==> config.mk <==
export PLATFORM = sky130hd
export DESIGN_NAME = quad_x_motor_mixer_top_flat
export DESIGN_NICKNAME = d
export VERILOG_FILES = /design/src/qxmm_pkg.sv /design/src/qxmm_if.sv /design/src/qxmm_cfg_regs.sv /design/src/qxmm_mix.sv /design/src/qxmm_clamp.sv /design/src/quad_x_motor_mixer_top.sv /design/src/flat_wrapper.sv
export VERILOG_INCLUDE_DIRS = /design/src /design/src/src
export SDC_FILE = /design/constraint.sdc
export NUM_CORES = 2
export LEC_CHECK = 0
export BUFFER_PORTS_ARGS = -buffer_cell sky130_fd_sc_hd__buf_2
export CORE_MARGIN = 3
export CORE_UTILIZATION = 45
export DETAILED_ROUTE_END_ITERATION = 7
export GPL_TIMING_DRIVEN = 0
export REMOVE_ABC_BUFFERS = 1
export SLEW_MARGIN = 20
export SYNTH_ARGS = -nofsm -noshare
export SYNTH_HDL_FRONTEND = slang
export SYNTH_SLANG_ARGS = --single-unit
export TNS_END_PERCENT = 1
==> constraint.sdc <==
create_clock -name clk_i -period 14.5 [get_ports clk_i]
set_input_delay 1.45 -clock clk_i [delete_from_list [all_inputs] [get_ports clk_i]]
set_output_delay 1.45 -clock clk_i [all_outputs]
set_load 0.01 [all_outputs]
==> src/assert_macros.svh <==
// Assertion helpers for the RTL of the motor mixer; the top level includes them.
`ifndef ASSERT_MACROS_SVH
`define ASSERT_MACROS_SVH

// Property prop must hold at every rising clock edge outside reset.
`define ASSERT_CLK(lbl, clk, rst_n, prop, msg) \
  lbl: assert property (@(posedge clk) disable iff (!rst_n) (prop)) else $error(msg);

// Condition cond must never be seen at a rising clock edge outside reset.
`define ASSERT_NEVER(lbl, clk, rst_n, cond, msg) \
  lbl: assert property (@(posedge clk) disable iff (!rst_n) !(cond)) else $error(msg);

`endif

==> src/qxmm_pkg.sv <==
`default_nettype none

package qxmm_pkg;

  localparam int unsigned CmdW    = 16;
  localparam int unsigned MotorW  = 12;
  localparam int unsigned ScaleW  = 11;
  localparam int unsigned PwmW    = 12;
  localparam int unsigned CfgIdxW = 2;
  localparam int unsigned CfgW    = 12;
  localparam int unsigned FracBits = 15;
  // Width of the exact Q.15 motor sums; every sum fits with margin.
  localparam int unsigned SumW    = 30;

  localparam int CmdGain         = 500;
  localparam int IdleOthersLimit = 910;
  localparam int IdleBrLimit     = 950;
  localparam int IdleBrValue     = 900;

  localparam logic [ScaleW-1:0] ThrottleScaleRst  = ScaleW'(500);
  localparam logic [PwmW-1:0]   ThrottleOffsetRst = PwmW'(1500);
  localparam logic [PwmW-1:0]   PwmMinRst         = PwmW'(1000);
  localparam logic [PwmW-1:0]   PwmMaxRst         = PwmW'(2000);

  typedef enum logic [CfgIdxW-1:0] {
    RegThrottleScale  = 2'd0,
    RegThrottleOffset = 2'd1,
    RegPwmMin         = 2'd2,
    RegPwmMax         = 2'd3
  } qxmm_reg_e;

  typedef struct packed {
    logic [ScaleW-1:0] throttle_scale;
    logic [PwmW-1:0]   throttle_offset;
    logic [PwmW-1:0]   pwm_min;
    logic [PwmW-1:0]   pwm_max;
  } qxmm_cfg_t;

  typedef struct packed {
    logic signed [CmdW-1:0] thrust_cmd;
    logic signed [CmdW-1:0] roll_cmd;
    logic signed [CmdW-1:0] pitch_cmd;
    logic signed [CmdW-1:0] yaw_cmd;
  } qxmm_cmd_t;

  typedef struct packed {
    logic signed [SumW-1:0] front_right;
    logic signed [SumW-1:0] back_right;
    logic signed [SumW-1:0] back_left;
    logic signed [SumW-1:0] front_left;
  } qxmm_sum_t;

endpackage

`default_nettype wire

==> src/qxmm_if.sv <==
`default_nettype none

// Command channel: one item carries the four Q1.15 commands.
interface qxmm_cmd_if
  import qxmm_pkg::*;
();
  logic                   valid;
  logic                   ready;
  logic signed [CmdW-1:0] thrust_cmd;
  logic signed [CmdW-1:0] roll_cmd;
  logic signed [CmdW-1:0] pitch_cmd;
  logic signed [CmdW-1:0] yaw_cmd;

  modport source (output valid, thrust_cmd, roll_cmd, pitch_cmd, yaw_cmd, input ready);
  modport sink   (input valid, thrust_cmd, roll_cmd, pitch_cmd, yaw_cmd, output ready);
endinterface

// Motor channel: one item carries the four clamped PWM values.
interface qxmm_motor_if
  import qxmm_pkg::*;
();
  logic              valid;
  logic              ready;
  logic [MotorW-1:0] motor_front_right;
  logic [MotorW-1:0] motor_back_right;
  logic [MotorW-1:0] motor_back_left;
  logic [MotorW-1:0] motor_front_left;

  modport source (output valid, motor_front_right, motor_back_right, motor_back_left,
                  motor_front_left, input ready);
  modport sink   (input valid, motor_front_right, motor_back_right, motor_back_left,
                  motor_front_left, output ready);
endinterface

`default_nettype wire

==> src/qxmm_cfg_regs.sv <==
`default_nettype none

module qxmm_cfg_regs
  import qxmm_pkg::*;
(
  input  wire logic               clk_i,
  input  wire logic               rst_ni,
  input  wire logic               cfg_we_i,
  input  wire logic [CfgIdxW-1:0] cfg_idx_i,
  input  wire logic [CfgW-1:0]    cfg_wdata_i,
  output qxmm_cfg_t               cfg_o
);

  qxmm_cfg_t cfg_d, cfg_q;

  always_comb begin
    cfg_d = cfg_q;
    if (cfg_we_i) begin
      unique case (qxmm_reg_e'(cfg_idx_i))
        RegThrottleScale:  cfg_d.throttle_scale  = cfg_wdata_i[ScaleW-1:0];
        RegThrottleOffset: cfg_d.throttle_offset = cfg_wdata_i[PwmW-1:0];
        RegPwmMin:         cfg_d.pwm_min         = cfg_wdata_i[PwmW-1:0];
        RegPwmMax:         cfg_d.pwm_max         = cfg_wdata_i[PwmW-1:0];
        default:           cfg_d = cfg_q;
      endcase
    end
  end

  always_ff @(posedge clk_i or negedge rst_ni) begin
    if (!rst_ni) begin
      cfg_q.throttle_scale  <= ThrottleScaleRst;
      cfg_q.throttle_offset <= ThrottleOffsetRst;
      cfg_q.pwm_min         <= PwmMinRst;
      cfg_q.pwm_max         <= PwmMaxRst;
    end else begin
      cfg_q <= cfg_d;
    end
  end

  assign cfg_o = cfg_q;

endmodule

`default_nettype wire

==> src/qxmm_mix.sv <==
`default_nettype none

module qxmm_mix
  import qxmm_pkg::*;
(
  input  wire qxmm_cmd_t cmd_i,
  input  wire qxmm_cfg_t cfg_i,
  output qxmm_sum_t      sum_o
);

  logic signed [SumW-1:0] thr;
  logic signed [SumW-1:0] roll_term;
  logic signed [SumW-1:0] pitch_term;
  logic signed [SumW-1:0] yaw_term;
  logic signed [SumW-1:0] offset_q15;

  // Offset moved up to 15 fraction bits, zero extended to the sum width.
  assign offset_q15 = $signed({{(SumW-PwmW-FracBits){1'b0}}, cfg_i.throttle_offset,
                               {FracBits{1'b0}}});

  assign thr = SumW'(cmd_i.thrust_cmd)
             * $signed({{(SumW-ScaleW){1'b0}}, cfg_i.throttle_scale}) + offset_q15;

  assign roll_term  = SumW'(cmd_i.roll_cmd)  * SumW'(CmdGain);
  assign pitch_term = SumW'(cmd_i.pitch_cmd) * SumW'(CmdGain);
  assign yaw_term   = SumW'(cmd_i.yaw_cmd)   * SumW'(CmdGain);

  // X-quad sign pattern.
  assign sum_o.front_right = thr - roll_term - pitch_term + yaw_term;
  assign sum_o.back_right  = thr - roll_term + pitch_term - yaw_term;
  assign sum_o.back_left   = thr + roll_term + pitch_term + yaw_term;
  assign sum_o.front_left  = thr + roll_term - pitch_term - yaw_term;

endmodule

`default_nettype wire

==> src/qxmm_clamp.sv <==
`default_nettype none

module qxmm_clamp
  import qxmm_pkg::*;
(
  input  wire logic signed [SumW-1:0] sum_i,
  input  wire logic [PwmW-1:0]        pwm_min_i,
  input  wire logic [PwmW-1:0]        pwm_max_i,
  output logic [MotorW-1:0]           pwm_o
);

  logic signed [SumW-1:0] hi;
  logic signed [SumW-1:0] lo;

  assign hi = $signed({{(SumW-PwmW-FracBits){1'b0}}, pwm_max_i, {FracBits{1'b0}}});
  assign lo = $signed({{(SumW-PwmW-FracBits){1'b0}}, pwm_min_i, {FracBits{1'b0}}});

  // The upper bound wins, even when it lies below the lower bound.
  always_comb begin
    if (sum_i >= hi) begin
      pwm_o = MotorW'(pwm_max_i);
    end else if (sum_i < lo) begin
      pwm_o = MotorW'(pwm_min_i);
    end else begin
      pwm_o = sum_i[FracBits +: MotorW];
    end
  end

endmodule

`default_nettype wire

==> src/quad_x_motor_mixer_top.sv <==
// Quad X motor mixer.
// The cmd channel takes one item per handshake: throttle, roll, pitch and yaw
// as signed Q1.15 fractions. The motor channel returns one item per command
// item with the four clamped PWM values in the order front right, back right,
// back left, front left. Both channels move an item at a rising clock edge
// where valid and ready are both high.
// The configuration port writes scale, offset and the two clamp limits; the user
// must write it only while no item is in flight; the block does not enforce this.
// An item is registered on entry and its result is registered on exit. Valid
// on the motor channel rises once the accepted item has moved from the input
// register into the output register. One item is accepted every cycle while
// the receiver takes each result; the multiply, the four-term sums and the
// clamp sit between the two registers. When the receiver stalls, the result
// waits in the output register and the input register still takes one more
// item; after that ready drops until the receiver takes the waiting result.
// Reset empties both registers and restores the default configuration.
`default_nettype none

module quad_x_motor_mixer_top
  import qxmm_pkg::*;
(
  input  wire logic               clk_i,
  input  wire logic               rst_ni,
  input  wire logic               cfg_we_i,
  input  wire logic [CfgIdxW-1:0] cfg_idx_i,
  input  wire logic [CfgW-1:0]    cfg_wdata_i,
  qxmm_cmd_if.sink                cmd,
  qxmm_motor_if.source            motor
);

`include "assert_macros.svh"

  qxmm_cfg_t cfg;
  qxmm_cmd_t cmd_d, cmd_q;
  qxmm_sum_t sum;
  logic      in_valid_d, in_valid_q;
  logic      out_valid_d, out_valid_q;
  logic      out_free;
  logic      out_load;
  logic      in_load;

  logic [MotorW-1:0] fr_pwm, br_pwm, bl_pwm, fl_pwm;
  logic [MotorW-1:0] br_idle;
  logic [MotorW-1:0] fr_d, br_d, bl_d, fl_d;
  logic [MotorW-1:0] fr_q, br_q, bl_q, fl_q;

  qxmm_cfg_regs u_cfg_regs (
    .clk_i       (clk_i),
    .rst_ni      (rst_ni),
    .cfg_we_i    (cfg_we_i),
    .cfg_idx_i   (cfg_idx_i),
    .cfg_wdata_i (cfg_wdata_i),
    .cfg_o       (cfg)
  );

  // The output register is free when empty or when its item leaves now.
  assign out_free  = !out_valid_q || motor.ready;
  assign out_load  = in_valid_q && out_free;
  assign cmd.ready = !in_valid_q || out_free;
  assign in_load   = cmd.valid && cmd.ready;

  always_comb begin
    cmd_d      = cmd_q;
    in_valid_d = in_valid_q;
    if (cmd.ready) begin
      in_valid_d = cmd.valid;
    end
    if (in_load) begin
      cmd_d.thrust_cmd = cmd.thrust_cmd;
      cmd_d.roll_cmd   = cmd.roll_cmd;
      cmd_d.pitch_cmd  = cmd.pitch_cmd;
      cmd_d.yaw_cmd    = cmd.yaw_cmd;
    end
  end

  qxmm_mix u_mix (
    .cmd_i (cmd_q),
    .cfg_i (cfg),
    .sum_o (sum)
  );

  qxmm_clamp u_clamp_fr (
    .sum_i     (sum.front_right),
    .pwm_min_i (cfg.pwm_min),
    .pwm_max_i (cfg.pwm_max),
    .pwm_o     (fr_pwm)
  );

  qxmm_clamp u_clamp_br (
    .sum_i     (sum.back_right),
    .pwm_min_i (cfg.pwm_min),
    .pwm_max_i (cfg.pwm_max),
    .pwm_o     (br_pwm)
  );

  qxmm_clamp u_clamp_bl (
    .sum_i     (sum.back_left),
    .pwm_min_i (cfg.pwm_min),
    .pwm_max_i (cfg.pwm_max),
    .pwm_o     (bl_pwm)
  );

  qxmm_clamp u_clamp_fl (
    .sum_i     (sum.front_left),
    .pwm_min_i (cfg.pwm_min),
    .pwm_max_i (cfg.pwm_max),
    .pwm_o     (fl_pwm)
  );

  // Idle rule: with the other three motors near idle, the back right motor is
  // pinned to its idle value as long as it is itself below its own limit.
  always_comb begin
    br_idle = br_pwm;
    if (fr_pwm < MotorW'(IdleOthersLimit) && bl_pwm < MotorW'(IdleOthersLimit) &&
        fl_pwm < MotorW'(IdleOthersLimit) && br_pwm < MotorW'(IdleBrLimit)) begin
      br_idle = MotorW'(IdleBrValue);
    end
  end

  always_comb begin
    out_valid_d = out_valid_q;
    fr_d        = fr_q;
    br_d        = br_q;
    bl_d        = bl_q;
    fl_d        = fl_q;
    if (out_free) begin
      out_valid_d = in_valid_q;
    end
    if (out_load) begin
      fr_d = fr_pwm;
      br_d = br_idle;
      bl_d = bl_pwm;
      fl_d = fl_pwm;
    end
  end

  always_ff @(posedge clk_i or negedge rst_ni) begin
    if (!rst_ni) begin
      in_valid_q  <= 1'b0;
      out_valid_q <= 1'b0;
    end else begin
      in_valid_q  <= in_valid_d;
      out_valid_q <= out_valid_d;
    end
  end

  always_ff @(posedge clk_i) begin
    cmd_q <= cmd_d;
    fr_q  <= fr_d;
    br_q  <= br_d;
    bl_q  <= bl_d;
    fl_q  <= fl_d;
  end

  assign motor.valid             = out_valid_q;
  assign motor.motor_front_right = fr_q;
  assign motor.motor_back_right  = br_q;
  assign motor.motor_back_left   = bl_q;
  assign motor.motor_front_left  = fl_q;

  `ASSERT_CLK(a_idle_rule, clk_i, rst_ni,
    (out_valid_q && fr_q < MotorW'(IdleOthersLimit) && bl_q < MotorW'(IdleOthersLimit) &&
     fl_q < MotorW'(IdleOthersLimit)) |-> (br_q == MotorW'(IdleBrValue) ||
     br_q >= MotorW'(IdleBrLimit)), "back right motor misses the idle rule")
  `ASSERT_CLK(a_in_held, clk_i, rst_ni,
    (in_valid_q && !out_free) |=> (in_valid_q && $stable(cmd_q)),
    "input register lost an item while the output was stalled")
  `ASSERT_NEVER(a_ready_when_empty, clk_i, rst_ni, !out_valid_q && !cmd.ready,
    "input not ready although the output register is empty")

endmodule

`default_nettype wire
==> src/flat_wrapper.sv <==
// flat-port wrapper written by rule: the top's interface ports become plain ports
module quad_x_motor_mixer_top_flat import qxmm_pkg::*;
  (clk_i, rst_ni, cfg_we_i, cfg_idx_i, cfg_wdata_i, cmd_valid, cmd_thrust_cmd, cmd_roll_cmd, cmd_pitch_cmd, cmd_yaw_cmd, cmd_ready, motor_valid, motor_motor_front_right, motor_motor_back_right, motor_motor_back_left, motor_motor_front_left, motor_ready);
  qxmm_cmd_if cmd_i ();
  qxmm_motor_if motor_i ();
  input  wire logic clk_i;
  input  wire logic rst_ni;
  input  wire logic cfg_we_i;
  input  wire logic [CfgIdxW-1:0] cfg_idx_i;
  input  wire logic [CfgW-1:0] cfg_wdata_i;
  input wire logic [$bits(cmd_i.valid)-1:0] cmd_valid;
  input wire logic [$bits(cmd_i.thrust_cmd)-1:0] cmd_thrust_cmd;
  input wire logic [$bits(cmd_i.roll_cmd)-1:0] cmd_roll_cmd;
  input wire logic [$bits(cmd_i.pitch_cmd)-1:0] cmd_pitch_cmd;
  input wire logic [$bits(cmd_i.yaw_cmd)-1:0] cmd_yaw_cmd;
  output wire logic [$bits(cmd_i.ready)-1:0] cmd_ready;
  output wire logic [$bits(motor_i.valid)-1:0] motor_valid;
  output wire logic [$bits(motor_i.motor_front_right)-1:0] motor_motor_front_right;
  output wire logic [$bits(motor_i.motor_back_right)-1:0] motor_motor_back_right;
  output wire logic [$bits(motor_i.motor_back_left)-1:0] motor_motor_back_left;
  output wire logic [$bits(motor_i.motor_front_left)-1:0] motor_motor_front_left;
  input wire logic [$bits(motor_i.ready)-1:0] motor_ready;
  assign cmd_i.valid = cmd_valid;
  assign cmd_i.thrust_cmd = cmd_thrust_cmd;
  assign cmd_i.roll_cmd = cmd_roll_cmd;
  assign cmd_i.pitch_cmd = cmd_pitch_cmd;
  assign cmd_i.yaw_cmd = cmd_yaw_cmd;
  assign cmd_ready = cmd_i.ready;
  assign motor_valid = motor_i.valid;
  assign motor_motor_front_right = motor_i.motor_front_right;
  assign motor_motor_back_right = motor_i.motor_back_right;
  assign motor_motor_back_left = motor_i.motor_back_left;
  assign motor_motor_front_left = motor_i.motor_front_left;
  assign motor_i.ready = motor_ready;
  quad_x_motor_mixer_top u_core (.clk_i(clk_i), .rst_ni(rst_ni), .cfg_we_i(cfg_we_i), .cfg_idx_i(cfg_idx_i), .cfg_wdata_i(cfg_wdata_i), .cmd(cmd_i), .motor(motor_i));
endmodule
==> metrics.yaml <==
port_buffers: 132
overflow: 0
cts_sinks: 161
firstDrtPassIters: 5
clock_latency_ns: 0.50
vias: 27000
wire_per_inst_um: 19.2
grt_first_pass_wirelength_um: 151000
async_flop_share_pct: 30.4
setup_viol: 0
start_kind: "flip-flop"
critPathCaptureType: "flip-flop"
cts_root_buf: "clkbuf_16"
synthFlopType: "edfxtp_1"
cts_tree: "built"
reg2regPathDepth: 59
die_w_um: 286
final_common_cell: "inv_1"
drc: 0
yosys.cell_types.count: 120
hold_ws_ns: 0.493
crit_family: "adder cells"
cts_buffers: 17
drv_slew: 0
timing.final.hold_violations: 0
min_period_over_period_pct: 95.2
h-tree-depth: 4
fill_cells: 7569
worstHoldStart: "u_core.in_valid_q$_DFFE_PN0N_"
areaGrowthSynthToFinish_pct: 7.79
cpMostUsedCell: "ha_1"
synth_area_per_cell_um2: 9.20
slew_headroom_pct: 29.2
multiInputGateArea_um2: 27900
cp_num_buf_inv: 5
gp_congestion: 0.934
rows: 102
path_max_fanout: 11
period_needed_ns: 13.81
start_util_pct: 45.5
grt_usage_pct: 23.8
regArea_um2: 4640
status: "finished clean"
worst_pin_slew_ns: 1.05
hold_class: "reg -> reg"
max_cap_violations: 0
preCtsSetupSlack_ns: -0.885
synth-edff-count: 112
nets: 4961
ys_ff_latch: 161
startpoint: "u_core.cmd_q[50]$_DFFE_PP_"
reg2reg_from: "u_core.cmd_q[50]$_DFFE_PP_"
clock_path_buffers: 2
critPathMaxStageDelay_ns: 0.61
coreArea_um2: 77600
dieArea_um2: 81800
final_cell_mix: "inv_1 (747), ha_1 (505), fa_1 (450), nand2_1 (240), nor2_1 (205)"
fin_worst_skew_ns: 0.0173
drt_first_iter_violations: 1954
drive_above_1_share_pct: 9.84
pin_count: 133
antenna_found_initial: 0
netlist_instances: 3832
yosys_warnings: 0
worstPathArrival_ns: 14.05
critical-path-slowest-cell: "edfxtp_1"
place_hpwl_um: 80900
ant_nets: 0
die_h_um: 286
post-route-util_pct: 49.0
wl_um: 95600
worstSetupPathType: "reg -> reg"
grt_pass1_vias: 26900
critical_path_required_ns: 14.75
setup_slack_ns: 0.691
max_freq_mhz: 72.4
syn_area_um2: 35300
drt-vias-per-instance: 5.43
hold_depth: 1
clk_transition_reported_paths_ns: 0.08
grt_max_degree: 53
yosysSeqAreaShare_pct: 13.1
cp.depth: 59
==> synthesized netlist by cell type (all sizes together) (20+ instances only) <==
master,count,share of area [%]
dfrtp,24,1.7
o21bai,31,0.66
nor2b,38,0.67
edfxtp,112,9.5
nand4,27,0.48
xnor2,146,3.8
or2,20,0.35
mux2,50,1.6
fa,450,26
nor3,46,0.71
a211oi,27,0.57
o22ai,30,0.53
and3,23,0.42
nand2b,50,0.89
o21a,36,0.79
a21boi,25,0.54
a21oi,194,2.8
nand2,241,2.6
ha,510,18
nor2,209,2.2
a31oi,31,0.55
o21ai,140,2.0
nand3,51,0.74
dfstp,25,1.9
a21o,71,1.5
o211ai,26,0.62
xor2,66,1.7
clkbuf,61,0.68
inv,750,8.0
and2,63,1.1
==> routing by layer <==
layer / vias to the layer above / global-route usage, % / wire (um)
met5: - / 0 / 0
met1: 13300 / 33.1 / 43900
met2: 652 / 39.1 / 44600
li1: 13000 / - / -
met3: 108 / 3.07 / 4810
met4: 0 / 6.41 / 2370
==> cells by family (layout without fill, tap and decap cells) <==
group | Yosys count | in the layout | synth area share, %
AOI/OAI and AO/OA | 765 | 765 | 14.8
xor gates and xnor gates | 216 | 216 | 5.72
adders and majority gates | 960 | 960 | 43.6
buffers and inverters | 829 | 927 | 9.00
DFF | 161 | 161 | 13.1
muxes | 67 | 67 | 2.08
other | 0 | 1 | 0
and+or+nand+nor | 834 | 835 | 11.7
==> layout make-up <==
cell class	count	share of cell area [%]
Antenna cell	1	0.00658
Clock buffer	17	1.12
Clock inverter	15	0.461
Inverter	750	7.41
Multi-Input combinational cell	2843	73.3
Sequential cell	161	12.2
Tap cell	1040	3.42
Timing Repair Buffer	145	2.10
==> stage by stage <==
step	cells	TNS, ns	area (um^2)
CTS	4962	0	37700
global placement	4925	-8.08	36900
global route	4971	-0.110	38000
detailed placement	4929	-8.29	37000
finish	4972	0	38000
floorplan	3753	0	34900
==> what timing repair did <==
action,4_1_cts,5_1_grt
hold buffers,0,0
setup endpoints to repair,12,20
cloned,0,1
gates resized for setup,17,50
buffers inserted,1,8
pin swaps,0,9
==> worst paths after layout <==
kind	endpoint	slack [ns]
setup / recovery	u_core.motor.motor_back_right[7]$_SDFFCE_PP1P_	0.69
min in group asynchronous	u_core.u_cfg_regs.cfg_o[46]$_DFFE_PN0P_	0.97
max in group asynchronous	u_core.u_cfg_regs.cfg_o[39]$_DFFE_PN0P_	13.09
hold reg to reg	u_core.motor.valid$_DFFE_PN0P_	0.49
hold / removal	u_core.motor.valid$_DFFE_PN0P_	0.49
setup reg to reg	u_core.motor.motor_back_right[7]$_SDFFCE_PP1P_	0.69
==> sequential cells by signal (all words and copies together) (netlist names) <==
signal / flops
u_core.motor.motor_front_left: 12
u_core.motor.motor_back_left: 12
u_core.u_cfg_regs.cfg_o: 47
u_core.motor.valid: 1
u_core.motor.motor_back_right: 12
u_core.in_valid_q: 1
u_core.cmd_q: 64
u_core.motor.motor_front_right: 12
Power is left out: the tool's default activity adds up to more than one toggle a clock period on the data nets, which glitch-free logic cannot reach.
